**src/rtl/dcrc_pkg.sv**
```systemverilog
// ----------------------------------------------------------------------------
// dcrc_pkg
// Shared types, constants and the control store of the decimal-coded radix
// converter: field widths, status codes, step addresses and reciprocal table.
// ----------------------------------------------------------------------------
package dcrc_pkg;

   // Field and datapath widths
   localparam int VALUE_BITS = 31;
   localparam int MAX_DIGITS = 31;
   localparam int RADIX_W    = 4;
   localparam int DIGIT_W    = 4;
   localparam int REM_W      = 5;
   localparam int CNT_W      = $clog2(MAX_DIGITS + 1);
   localparam int PROD_W     = 2 * VALUE_BITS;
   localparam int STEP_W     = 3;

   // Stream widths: fields packed from bit 0 up, padded to whole bytes
   localparam int REQ_FIELDS = 1 + RADIX_W + VALUE_BITS;
   localparam int REQ_W      = ((REQ_FIELDS + 7) / 8) * 8;
   localparam int RSP_FIELDS = VALUE_BITS + 2;
   localparam int RSP_W      = ((RSP_FIELDS + 7) / 8) * 8;

   localparam logic [VALUE_BITS-1:0] VALUE_MAX = '1;
   localparam logic [RADIX_W-1:0]    DEC_BASE  = RADIX_W'(10);
   localparam logic [RADIX_W-1:0]    RADIX_LO  = RADIX_W'(2);
   localparam logic [RADIX_W-1:0]    RADIX_HI  = RADIX_W'(10);

   // Scale of the reciprocal: 2^VALUE_BITS
   localparam logic [VALUE_BITS:0] RCP_ONE = (VALUE_BITS + 1)'(1) << VALUE_BITS;

   // Function codes
   localparam logic FUNC_TO_CODED   = 1'b0;
   localparam logic FUNC_FROM_CODED = 1'b1;

   typedef enum logic [1:0] {
      ST_OK    = 2'd0,
      ST_OVF   = 2'd1,
      ST_RADIX = 2'd2
   } status_type;

   // Program addresses
   localparam logic [STEP_W-1:0] STEP_IDLE = STEP_W'(0);
   localparam logic [STEP_W-1:0] STEP_MUL  = STEP_W'(1);
   localparam logic [STEP_W-1:0] STEP_DIV  = STEP_W'(2);
   localparam logic [STEP_W-1:0] STEP_ACC  = STEP_W'(3);
   localparam logic [STEP_W-1:0] STEP_FIN  = STEP_W'(4);

   typedef enum logic [1:0] {
      HOLD_NONE  = 2'd0,
      HOLD_INPUT = 2'd1,
      HOLD_SLOT  = 2'd2
   } hold_type;

   typedef enum logic [1:0] {
      BR_NONE      = 2'd0,
      BR_BAD_RADIX = 2'd1,
      BR_LOOP_END  = 2'd2
   } br_type;

   // One control word of the program
   typedef struct packed {
      hold_type          hold;
      br_type            br;
      logic [STEP_W-1:0] target;
      logic [STEP_W-1:0] next;
      logic              load;
      logic              mul;
      logic              div;
      logic              acc;
      logic              emit;
   } ucode_type;

   // Datapath enables, already qualified by the handshakes
   typedef struct packed {
      logic load;
      logic mul;
      logic div;
      logic acc;
      logic emit;
   } ctrl_type;

   // Conditions fed back to the sequencer
   typedef struct packed {
      logic bad_radix;
      logic loop_end;
      logic slot_free;
   } flags_type;

   // Control store
   function automatic ucode_type ucode_rom(input logic [STEP_W-1:0] step);
      ucode_type cw;
      cw = '{hold: HOLD_NONE, br: BR_NONE, target: STEP_IDLE, next: STEP_IDLE,
             load: 1'b0, mul: 1'b0, div: 1'b0, acc: 1'b0, emit: 1'b0};
      case (step)
         STEP_IDLE: begin
            cw.hold   = HOLD_INPUT;
            cw.br     = BR_BAD_RADIX;
            cw.target = STEP_FIN;
            cw.next   = STEP_MUL;
            cw.load   = 1'b1;
         end
         STEP_MUL: begin
            cw.next = STEP_DIV;
            cw.mul  = 1'b1;
         end
         STEP_DIV: begin
            cw.next = STEP_ACC;
            cw.div  = 1'b1;
         end
         STEP_ACC: begin
            cw.br     = BR_LOOP_END;
            cw.target = STEP_FIN;
            cw.next   = STEP_DIV;
            cw.mul    = 1'b1;
            cw.acc    = 1'b1;
         end
         STEP_FIN: begin
            cw.hold = HOLD_SLOT;
            cw.next = STEP_IDLE;
            cw.emit = 1'b1;
         end
         default: begin
            cw.next = STEP_IDLE;
         end
      endcase
      return cw;
   endfunction

   // floor(2^VALUE_BITS / d); the quotient estimate is then exact or one low
   function automatic logic [VALUE_BITS-1:0] recip(input logic [RADIX_W-1:0] d);
      logic [VALUE_BITS-1:0] r;
      case (d)
         RADIX_W'(2):  r = VALUE_BITS'(RCP_ONE / 2);
         RADIX_W'(3):  r = VALUE_BITS'(RCP_ONE / 3);
         RADIX_W'(4):  r = VALUE_BITS'(RCP_ONE / 4);
         RADIX_W'(5):  r = VALUE_BITS'(RCP_ONE / 5);
         RADIX_W'(6):  r = VALUE_BITS'(RCP_ONE / 6);
         RADIX_W'(7):  r = VALUE_BITS'(RCP_ONE / 7);
         RADIX_W'(8):  r = VALUE_BITS'(RCP_ONE / 8);
         RADIX_W'(9):  r = VALUE_BITS'(RCP_ONE / 9);
         RADIX_W'(10): r = VALUE_BITS'(RCP_ONE / 10);
         default:      r = '0;
      endcase
      return r;
   endfunction

endpackage

```
**src/rtl/decimal_coded_radix_converter.sv**
```systemverilog
// ----------------------------------------------------------------------------
// decimal_coded_radix_converter
// Converts between a binary integer and base-b digits written as decimal
// digits, one result transfer per request transfer.
// ----------------------------------------------------------------------------
//  channel  dir  ports                     tdata fields (bit 0 up)
//  req      in   req_tvalid/tready/tdata   func[0] radix[4:1] value[35:5]
//  rsp      out  rsp_tvalid/tready/tdata   result[30:0] status[32:31]
//
//  An item passes through the sequencer steps in order: the accept step,
//  one setup multiply, then for each of the n digit positions visited
//  (1 to 31) two steps (quotient correction, then weighting together with
//  the next reciprocal multiply), then the result step. A bad radix jumps
//  from the accept step straight to the result step.
//  Reset (synchronous) returns the step counter to idle and empties the
//  result register. A stalled rsp holds the sequencer at its final step;
//  req is taken again as soon as the result is loaded.
// ----------------------------------------------------------------------------
module decimal_coded_radix_converter import dcrc_pkg::*; (
   input  logic             clock,
   input  logic             reset,
   input  logic             req_tvalid,
   output logic             req_tready,
   input  logic [REQ_W-1:0] req_tdata,   // func, radix, value
   output logic             rsp_tvalid,
   input  logic             rsp_tready,
   output logic [RSP_W-1:0] rsp_tdata    // result, status
);

   ctrl_type              ctrl;
   flags_type             flags;
   logic [VALUE_BITS-1:0] rsp_result;
   status_type            rsp_status;

   dcrc_sequencer u_sequencer (
      .clock      (clock),
      .reset      (reset),
      .req_tvalid (req_tvalid),
      .req_tready (req_tready),
      .flags      (flags),
      .ctrl       (ctrl)
   );

   dcrc_datapath u_datapath (
      .clock      (clock),
      .reset      (reset),
      .ctrl       (ctrl),
      .flags      (flags),
      .req_func   (req_tdata[0]),
      .req_radix  (req_tdata[RADIX_W:1]),
      .req_value  (req_tdata[RADIX_W+VALUE_BITS:RADIX_W+1]),
      .rsp_tvalid (rsp_tvalid),
      .rsp_tready (rsp_tready),
      .rsp_result (rsp_result),
      .rsp_status (rsp_status)
   );

   // Pack the result transfer, zero padded
   assign rsp_tdata = RSP_W'({rsp_status, rsp_result});

endmodule

```
**src/rtl/dcrc_sequencer.sv**
```systemverilog
// ----------------------------------------------------------------------------
// dcrc_sequencer
// Step counter and control store; qualifies each control word with the
// stream handshakes and takes conditional jumps on datapath flags.
// ----------------------------------------------------------------------------
module dcrc_sequencer import dcrc_pkg::*; (
   input  logic      clock,
   input  logic      reset,
   input  logic      req_tvalid,
   output logic      req_tready,
   input  flags_type flags,
   output ctrl_type  ctrl
);

   logic [STEP_W-1:0] step_ff;
   logic [STEP_W-1:0] step_in;
   ucode_type         cw;
   logic              go;
   logic              taken;

   // Fetch the control word of the current step
   assign cw = ucode_rom(step_ff);

   assign req_tready = (cw.hold == HOLD_INPUT);

   // Decide whether the step completes this cycle
   always_comb begin
      case (cw.hold)
         HOLD_NONE:  go = 1'b1;
         HOLD_INPUT: go = req_tvalid;
         HOLD_SLOT:  go = flags.slot_free;
         default:    go = 1'b1;
      endcase
   end

   // Evaluate the jump condition
   always_comb begin
      case (cw.br)
         BR_NONE:      taken = 1'b0;
         BR_BAD_RADIX: taken = flags.bad_radix;
         BR_LOOP_END:  taken = flags.loop_end;
         default:      taken = 1'b0;
      endcase
   end

   // Pick the next step
   always_comb begin
      step_in = step_ff;
      if (go) begin
         step_in = taken ? cw.target : cw.next;
      end
   end

   // Gate datapath enables with the handshake
   assign ctrl.load = cw.load & go;
   assign ctrl.mul  = cw.mul & go;
   assign ctrl.div  = cw.div & go;
   assign ctrl.acc  = cw.acc & go;
   assign ctrl.emit = cw.emit & go;

   // Advance the step counter
   always_ff @(posedge clock) begin
      if (reset) begin
         step_ff <= STEP_IDLE;
      end else begin
         step_ff <= step_in;
      end
   end

   a_step_range: assert property (@(posedge clock) disable iff (reset)
      step_ff <= STEP_FIN)
      else $error("step counter left the program");

   a_emit_to_idle: assert property (@(posedge clock) disable iff (reset)
      ctrl.emit |=> step_ff == STEP_IDLE)
      else $error("sequencer did not return to idle after a result");

   a_bad_radix_skip: assert property (@(posedge clock) disable iff (reset)
      ctrl.load && flags.bad_radix |=> step_ff == STEP_FIN)
      else $error("bad radix did not jump straight to the result step");

endmodule

```
**src/rtl/dcrc_datapath.sv**
```systemverilog
// ----------------------------------------------------------------------------
// dcrc_datapath
// Digit extraction by reciprocal multiply, weighted accumulation with
// overflow checks, and the result register.
// ----------------------------------------------------------------------------
module dcrc_datapath import dcrc_pkg::*; (
   input  logic                  clock,
   input  logic                  reset,
   input  ctrl_type              ctrl,
   output flags_type             flags,
   input  logic                  req_func,
   input  logic [RADIX_W-1:0]    req_radix,
   input  logic [VALUE_BITS-1:0] req_value,
   output logic                  rsp_tvalid,
   input  logic                  rsp_tready,
   output logic [VALUE_BITS-1:0] rsp_result,
   output status_type            rsp_status
);

   localparam int TERM_W = VALUE_BITS + DIGIT_W;
   localparam int PNXT_W = VALUE_BITS + RADIX_W;

   logic [VALUE_BITS-1:0] q_ff;
   logic [VALUE_BITS-1:0] p_ff;
   logic [VALUE_BITS-1:0] acc_ff;
   logic [PROD_W-1:0]     prod_ff;
   logic [VALUE_BITS-1:0] recip_ff;
   logic [RADIX_W-1:0]    div_ff;
   logic [RADIX_W-1:0]    mul_ff;
   logic [DIGIT_W-1:0]    digit_ff;
   logic [CNT_W-1:0]      cnt_ff;
   logic                  ovf_ff;
   logic                  bad_ff;
   logic                  rsp_valid_ff;
   logic [VALUE_BITS-1:0] rsp_result_ff;
   status_type            rsp_status_ff;

   logic                  bad_in;
   logic [RADIX_W-1:0]    div_in;
   logic [RADIX_W-1:0]    mul_in;
   logic [VALUE_BITS-1:0] qhat;
   logic [REM_W-1:0]      rem_raw;
   logic                  rem_fix;
   logic [DIGIT_W-1:0]    digit_in;
   logic [VALUE_BITS-1:0] quot_in;
   logic [TERM_W-1:0]     term;
   logic [VALUE_BITS-1:0] room;
   logic                  acc_ovf;
   logic [PNXT_W-1:0]     p_next;
   logic                  p_ovf;
   logic                  last_pos;
   logic                  q_zero;
   logic                  ovf_in;

   // Decode the incoming transfer: divisor and weight base by function
   always_comb begin
      bad_in = !(req_radix inside {[RADIX_LO:RADIX_HI]});
      if (req_func == FUNC_FROM_CODED) begin
         div_in = DEC_BASE;
         mul_in = req_radix;
      end else begin
         div_in = req_radix;
         mul_in = DEC_BASE;
      end
   end

   // Quotient estimate; remainder lives below 2*div, so low bits suffice
   always_comb begin
      qhat     = prod_ff[PROD_W-1:VALUE_BITS];
      rem_raw  = q_ff[REM_W-1:0] - REM_W'(qhat[REM_W-1:0] * REM_W'(div_ff));
      rem_fix  = rem_raw >= REM_W'(div_ff);
      digit_in = rem_fix ? DIGIT_W'(rem_raw - REM_W'(div_ff)) : DIGIT_W'(rem_raw);
      quot_in  = rem_fix ? qhat + VALUE_BITS'(1) : qhat;
   end

   // Weight the digit and check both overflow limits
   always_comb begin
      term     = TERM_W'(digit_ff) * TERM_W'(p_ff);
      room     = VALUE_MAX - acc_ff;
      acc_ovf  = term > TERM_W'(room);
      p_next   = PNXT_W'(mul_ff) * PNXT_W'(p_ff);
      p_ovf    = |p_next[PNXT_W-1:VALUE_BITS];
      last_pos = cnt_ff == CNT_W'(MAX_DIGITS - 1);
      q_zero   = q_ff == '0;
      ovf_in   = acc_ovf || (!q_zero && (p_ovf || last_pos));
   end

   assign flags.bad_radix = bad_in;
   assign flags.loop_end  = acc_ovf || q_zero || p_ovf || last_pos;
   assign flags.slot_free = !rsp_valid_ff || rsp_tready;

   // Working registers
   always_ff @(posedge clock) begin
      if (ctrl.load) begin
         q_ff     <= req_value;
         p_ff     <= VALUE_BITS'(1);
         acc_ff   <= '0;
         cnt_ff   <= '0;
         ovf_ff   <= 1'b0;
         bad_ff   <= bad_in;
         div_ff   <= div_in;
         mul_ff   <= mul_in;
         recip_ff <= recip(div_in);
      end
      if (ctrl.mul) begin
         prod_ff <= PROD_W'(q_ff) * PROD_W'(recip_ff);
      end
      if (ctrl.div) begin
         q_ff     <= quot_in;
         digit_ff <= digit_in;
      end
      if (ctrl.acc) begin
         acc_ff <= acc_ff + term[VALUE_BITS-1:0];
         p_ff   <= p_next[VALUE_BITS-1:0];
         cnt_ff <= cnt_ff + CNT_W'(1);
         ovf_ff <= ovf_in;
      end
   end

   // Result register: hold until the transfer completes
   always_ff @(posedge clock) begin
      if (reset) begin
         rsp_valid_ff <= 1'b0;
      end else if (ctrl.emit) begin
         rsp_valid_ff <= 1'b1;
      end else if (rsp_tready) begin
         rsp_valid_ff <= 1'b0;
      end
   end

   always_ff @(posedge clock) begin
      if (ctrl.emit) begin
         if (bad_ff) begin
            rsp_result_ff <= '0;
            rsp_status_ff <= ST_RADIX;
         end else if (ovf_ff) begin
            rsp_result_ff <= VALUE_MAX;
            rsp_status_ff <= ST_OVF;
         end else begin
            rsp_result_ff <= acc_ff;
            rsp_status_ff <= ST_OK;
         end
      end
   end

   assign rsp_tvalid = rsp_valid_ff;
   assign rsp_result = rsp_result_ff;
   assign rsp_status = rsp_status_ff;

   a_digit_below_base: assert property (@(posedge clock) disable iff (reset)
      ctrl.div |=> digit_ff < div_ff)
      else $error("extracted digit not below the divisor");

   a_rem_bound: assert property (@(posedge clock) disable iff (reset)
      ctrl.div |-> rem_raw < REM_W'(2 * div_ff))
      else $error("quotient estimate off by more than one");

   a_weight_nonzero: assert property (@(posedge clock) disable iff (reset)
      ctrl.acc |-> p_ff != '0)
      else $error("digit weight lost");

endmodule

```
**config.mk**
```make
export PLATFORM = sky130hd
export DESIGN_NAME = decimal_coded_radix_converter
export DESIGN_NICKNAME = d
export VERILOG_FILES = /design/src/rtl/dcrc_pkg.sv /design/src/rtl/decimal_coded_radix_converter.sv /design/src/rtl/dcrc_sequencer.sv /design/src/rtl/dcrc_datapath.sv
export SDC_FILE = /design/constraint.sdc
export NUM_CORES = 2
export LEC_CHECK = 0
export ABC_CLOCK_PERIOD_IN_PS = 10900
export BUFFER_PORTS_ARGS = -buffer_cell sky130_fd_sc_hd__buf_2
export CELL_PAD_IN_SITES_DETAIL_PLACEMENT = 0
export CELL_PAD_IN_SITES_GLOBAL_PLACEMENT = 1
export CORE_ASPECT_RATIO = 1.1
export CORE_UTILIZATION = 26
export CTS_CLUSTER_DIAMETER = 120
export DETAILED_ROUTE_END_ITERATION = 12
export PLACE_DENSITY_LB_ADDON = 0.1
export SLEW_MARGIN = 20
export SYNTH_ARGS = -nofsm -noshare
export SYNTH_HDL_FRONTEND = slang
export SYNTH_SLANG_ARGS = --single-unit
```
**constraint.sdc**
```tcl
create_clock -name clock -period 10.9 [get_ports clock]
set_clock_uncertainty 0.05 [all_clocks]
set_input_delay 1.09 -clock clock [delete_from_list [all_inputs] [get_ports clock]]
set_output_delay 1.09 -clock clock [all_outputs]
set_load 0.05 [all_outputs]
```
---- Word-level counts from Yosys, hierarchy flattened ----
Memories as Yosys holds them, arrays and structs flattened. A register that Yosys moved wholly into a read port is not among the register bits.
Index checks and enable logic that the tools add are counted.
word-level totals
  bits in registers ....................... 211
  ROM bits ................................ 496
  input port bits ......................... 44
  output and inout port bits .............. 42
  word-level logic and storage cells ...... 89
  memories ................................ 1
cells by class
  add/subtract/negate cells ............... 6
  multipliers ............................. 4
  magnitude comparators ................... 4
  equal/unequal tests ..................... 9
  muxes and demuxes ....................... 28
  bitwise operators ....................... 5
  reduce and logical (&&, ||, !) cells .... 18
memory list
  name             words  width  rd ports  clocked after Yosys merged registers in  wr ports  RTL line         text
  (no name shown)  16     31     1         1                                        0         dcrc_pkg.sv:133  case (d)
operator list
  cell                      count
  $mux W31                  8
  $mul A4 B31 Y35           2
  $mul A31 B31 Y62          1
  $gt A35 B31 Y1            1
  $add A31 B1 Y31 const B   1
  $add A31 B31 Y31          1
  $logic_not A31 Y1         1
  $sub A31 B31 Y31 const A  1
  $mux W1                   10
  $mux W5                   2
  $pmux W5 S2               1
  $mux W4                   2
  $eq A3 B2 Y1 const B      2
  $logic_or A1 B1 Y1        6
  $pmux W2 S3               1
  $reduce_bool A2 Y1        3
  $add A5 B1 Y5 const B     1
  $and A1 B1 Y1             5
  $eq A5 B5 Y1 const B      1
  $ge A5 B4 Y1              1
  $mul A5 B4 Y5             1
  $sub A5 B5 Y5             1
  $eq A2 B1 Y1 const B      2
  $eq A2 B2 Y1 const B      2
  other kinds (13)          17

---- Longest topological paths before layout ----
  word-level depth ........................ 7
  depth in mapped cells ................... 29
  mapped depth without buffers ............ 28

---- By module ----
A second synthesis with hierarchy kept.
unflattened totals
  cell total of the unflattened synthesis .. 4269
  area total of the unflattened synthesis .. 40909.2 um2
modules (own cells, without submodules)
  module                         times used  cells each  area an instance (um2)  sequential area each (um2)
  dcrc_datapath                  1           4234        40639.0                 5755.5
  dcrc_sequencer                 1           27          214.0                   60.1
  decimal_coded_radix_converter  1           8           56.3                    0.0

---- Worst setup path before layout ----
Ideal clock, no wire load.
  path kind ............................... reg-to-reg
  start point ............................. register u_datapath.q_ff[12]
  end point ............................... register u_datapath.prod_ff[60], data pin
  setup time .............................. 258 ps
  arrival time ............................ 7491 ps
  data required time ...................... 10592 ps
  path slack .............................. 3102 ps
  stages on the path, launching flop included .. 30
  buffers on the path ..................... 1
  clock period less this slack ............ 7798 ps
  cell sequence ........................... edfxtp_1 clkbuf_1 and2_1 fa_1 inv_1 fa_1 inv_1 fa_1 inv_1 fa_1 inv_1 fa_1 inv_1 fa_1 inv_1 fa_1 inv_1 fa_1 inv_1 ha_1 nand4_1 or3_1 or4_1 a31oi_1 o2111ai_1 a21oi_1 nor3_1 o21bai_1 a21oi_1 xnor2_1
between the ends
  cells in the longest elaborated chain, start to end .. 1
ends and longest elaborated chain
  element                   RTL line              text
  start: declaration        dcrc_datapath.sv:23   logic [VALUE_BITS-1:0] q_ff;
  start signal: assignment  dcrc_datapath.sv:95   q_ff <= req_value;
  start signal: assignment  dcrc_datapath.sv:109  q_ff <= quot_in;
  $mul A31 B31 Y62          dcrc_datapath.sv:106  prod_ff <= PROD_W'(q_ff) * PROD_W'(recip_ff);
  end signal: assignment    dcrc_datapath.sv:106
  end: declaration          dcrc_datapath.sv:26   logic [PROD_W-1:0] prod_ff;
No other way between the ends.
A chain may end at the register's enable or synchronous reset.

---- Final worst setup path ----
  start point ............................. register u_datapath.recip_ff[16]
  end point ............................... register u_datapath.prod_ff[50], data pin
between the ends
  cells in the longest elaborated chain, start to end .. 1
ends and longest elaborated chain
  element             RTL line              text
  start: declaration  dcrc_datapath.sv:27   logic [VALUE_BITS-1:0] recip_ff;
  $mul A31 B31 Y62    dcrc_datapath.sv:106
No other way between the ends.

==> metrics.cfg <==
[status]
status=complete, no violations

[sta]
max_freq_ghz=0.1074
final_max_slew_viol_count=0
finalWorstSetupSlack_ps=1588
tns_ps=0
min_period_over_period_pct=85.43
tightestPinTransition_ps=1152
finalSetupViolCount=0
maxSlewHeadroom_pct=23.23
rsz0062_at_grt=no
fin_crit_ps=9312
hold_viol=0

[hold_path]
hold_class=register to register

[worst_setup_path]
worst_path_most_repeated_cell=fa_1
cp.arrival_ps=9540
critical_path_class=register to register
cp-start-kind=register
critPathSlowestCell=edfxtp_1
cp_slowest_stage_delay_ps=800
crit_buf_inv=8
critical_path_required_ps=11130
path_delay_family=adder cells
endpoint_kind=register
cp_max_fo=16

[detailed_routing]
avgRoutedWirePerCell_um=22.52
dr.pass1.iters=5
drt_iter0_drc=1524
vias=29540
vias_per_cell=4.512
wirelength_um=147400
route.detailed.drc=0
ant_nets=0

[synthesis]
yosysSeqAreaShare_pct=13.90
yosys.area.top_type_share_pct=38.95
syn_area_um2=41840
yosys_warnings=0
synth.distinct_cells=79
syn_inst=4412
synth_edf_count=191
synth_ff_type=edfxtp_1
syn_avg_cell_area_um2=9.483
yosysTopAreaCell=fa_1
synthTopCellsByCount=inv_1 (945), fa_1 (814), and2_1 (446)
async_flop_share_pct=0
synth_area_leaders=fa_1 (39%), edfxtp_1 (14%), ha_1 (11%), inv_1 (8.5%), and2_1 (6.7%)
ys_ff_latch=195
yosys.cell_count.top_type=inv_1

[final_layout]
fill_cells=17170
final_layout_size_suffix_gt1_share_pct=4.416
fin_cells=6547
nNetsFinal=5658
regArea_um2=5816
multi_input_area_um2=31930
fin_util_pct=28.38
area_growth_pct=8.490

[place]
place_ws_ps=1531
post-dp-hpwl_um=122300
dpl.cell_count=6510
gp_congestion=0.8147
port_buffers=74

[clocking]
cts.path.max_buffers=2
cts_buffers=17
post_cts_buffers=0
clkTransAtPathRegs_ps=90
postCtsResizedCells=0
root_buffer=clkbuf_16
clk_latency_ps=530
htreeDepth=4
clkSinkCount=195
cts_tree=done
holdBufCountCts=0

[die]
start_util_pct=26.16
core_area_um2=159900
die_w_um=384.5
dieArea_um2=162500
ios=86
die_h_um=422.7
rows=154

[grt]
grt.overflow.total=0
grt_usage_pct=18.74
grt_max_degree=66
grt_pass1_vias=32530
grt_antenna_before_repair=9
grt_pass1_wl_um=221800

[job]
max_cap_violations=0

==> cell type report <==
cell class / instances / share of cell area, %
diodes: 3 / 0.01654
clock buffers: 17 / 0.9372
clock inverters: 15 / 0.3198
inverters: 945 / 7.815
multi-input cells: 3130 / 70.35
flip-flops and latches: 195 / 12.81
well taps: 2106 / 5.805
repair buffers: 136 / 1.941
==> metal layers <==
layer | part of all wire [%] | vias up | GRT usage (%)
met3 | 2.1 | 86 | 1.156
li1 | - | 13680 | -
met4 | 1.3 | 0 | 3.089
met1 | 48 | 15380 | 26.14
met2 | 49 | 399 | 32.14
met5 | 0 | - | 0
==> placed cells by master, fill, tap and decap left out, drive strengths merged, types with 4 or more instances in the layout <==
cell type	netlist	layout
nor3	28	28
conb	1	7
a221oi	8	8
xor2	66	66
o31ai	8	8
o21a	21	21
a311oi	4	4
o211ai	12	12
nor2b	11	11
nand3	35	35
buf	10	136
or3	13	13
nor2	210	210
o21bai	20	20
o21ai	115	115
fa	814	814
edfxtp	191	191
and4	8	8
and3	25	25
inv	945	952
ha	375	375
dfxtp	4	4
clkbuf	138	17
nor4	15	15
a41oi	5	5
a21oi	149	149
nor3b	4	4
xnor2	93	93
a31oi	10	10
nand2b	14	14
a21o	66	66
a211o	4	4
clkinv	0	8
and2	447	447
a31o	4	4
nand4	29	29
nand2	444	444
a211oi	19	19
==> flip-flops by register name (all words and copies together), names as in the netlist <==
register,cells
u_datapath.rsp_status,2
u_datapath.q_ff,31
u_datapath.acc_ff,31
u_datapath.digit_ff,4
u_sequencer.step_ff,3
u_datapath.mul_ff,4
u_datapath.bad_ff,1
u_datapath.rsp_result,31
u_datapath.cnt_ff,5
u_datapath.p_ff,31
u_datapath.ovf_ff,1
u_datapath.rsp_tvalid,1
u_datapath.div_ff,4
u_datapath.prod_ff,31
u_datapath.recip_ff,15
==> worst paths after layout <==
| check | end | slack (ps) | depth (start not counted) | from |
|---|---|---|---|---|
| worst max register to register | u_datapath.prod_ff[50]$_DFFE_PP_ | 1590 | 27 | u_datapath.recip_ff[16]$_SDFFCE_PN0P_ |
| worst min register to register | u_datapath.rsp_tvalid$_SDFFE_PP0P_ | 510 | 2 | u_datapath.rsp_tvalid$_SDFFE_PP0P_ |
| worst min-delay path | u_datapath.rsp_tvalid$_SDFFE_PP0P_ | 510 | 2 | u_datapath.rsp_tvalid$_SDFFE_PP0P_ |
| worst max-delay path | u_datapath.prod_ff[50]$_DFFE_PP_ | 1590 | 27 | u_datapath.recip_ff[16]$_SDFFCE_PN0P_ |
==> cells by family (layout without fill, tap and decap cells) <==
family	after synthesis	in the layout	share of synthesized area [%]
other	1	10	0.008963
buffers and inverters	1093	1113	9.872
AO/OA/AOI/OAI	481	481	7.315
multiplexers	3	3	0.07477
flip-flops	195	195	13.90
XOR/XNOR	159	159	3.329
adder cells (fa/ha/maj)	1189	1189	50.16
AND/OR/NAND/NOR	1291	1291	15.34
==> stage by stage <==
step                cell area (um^2)  hold slack (ps)
floorplan                      41860            414.7
global placement               44760            493.4
detailed placement             44760            499.1
CTS                            45330            520.8
global route                   45380            558.7
finish                         45390            514.6
==> worst register-to-register path: cells and delay by family, from the launching register on <==
family                     cells  cell delay (ps)
AOI/OAI and AO/OA              5             1410
xor gates and xnor gates       1              170
adders and majority gates      9             4360
buffers and inverters          8              990
DFF                            1              800
and+or+nand+nor                4             1300
Power is left out: the tool's default activity adds up to more than one toggle a clock period on the data nets, which glitch-free logic cannot reach.
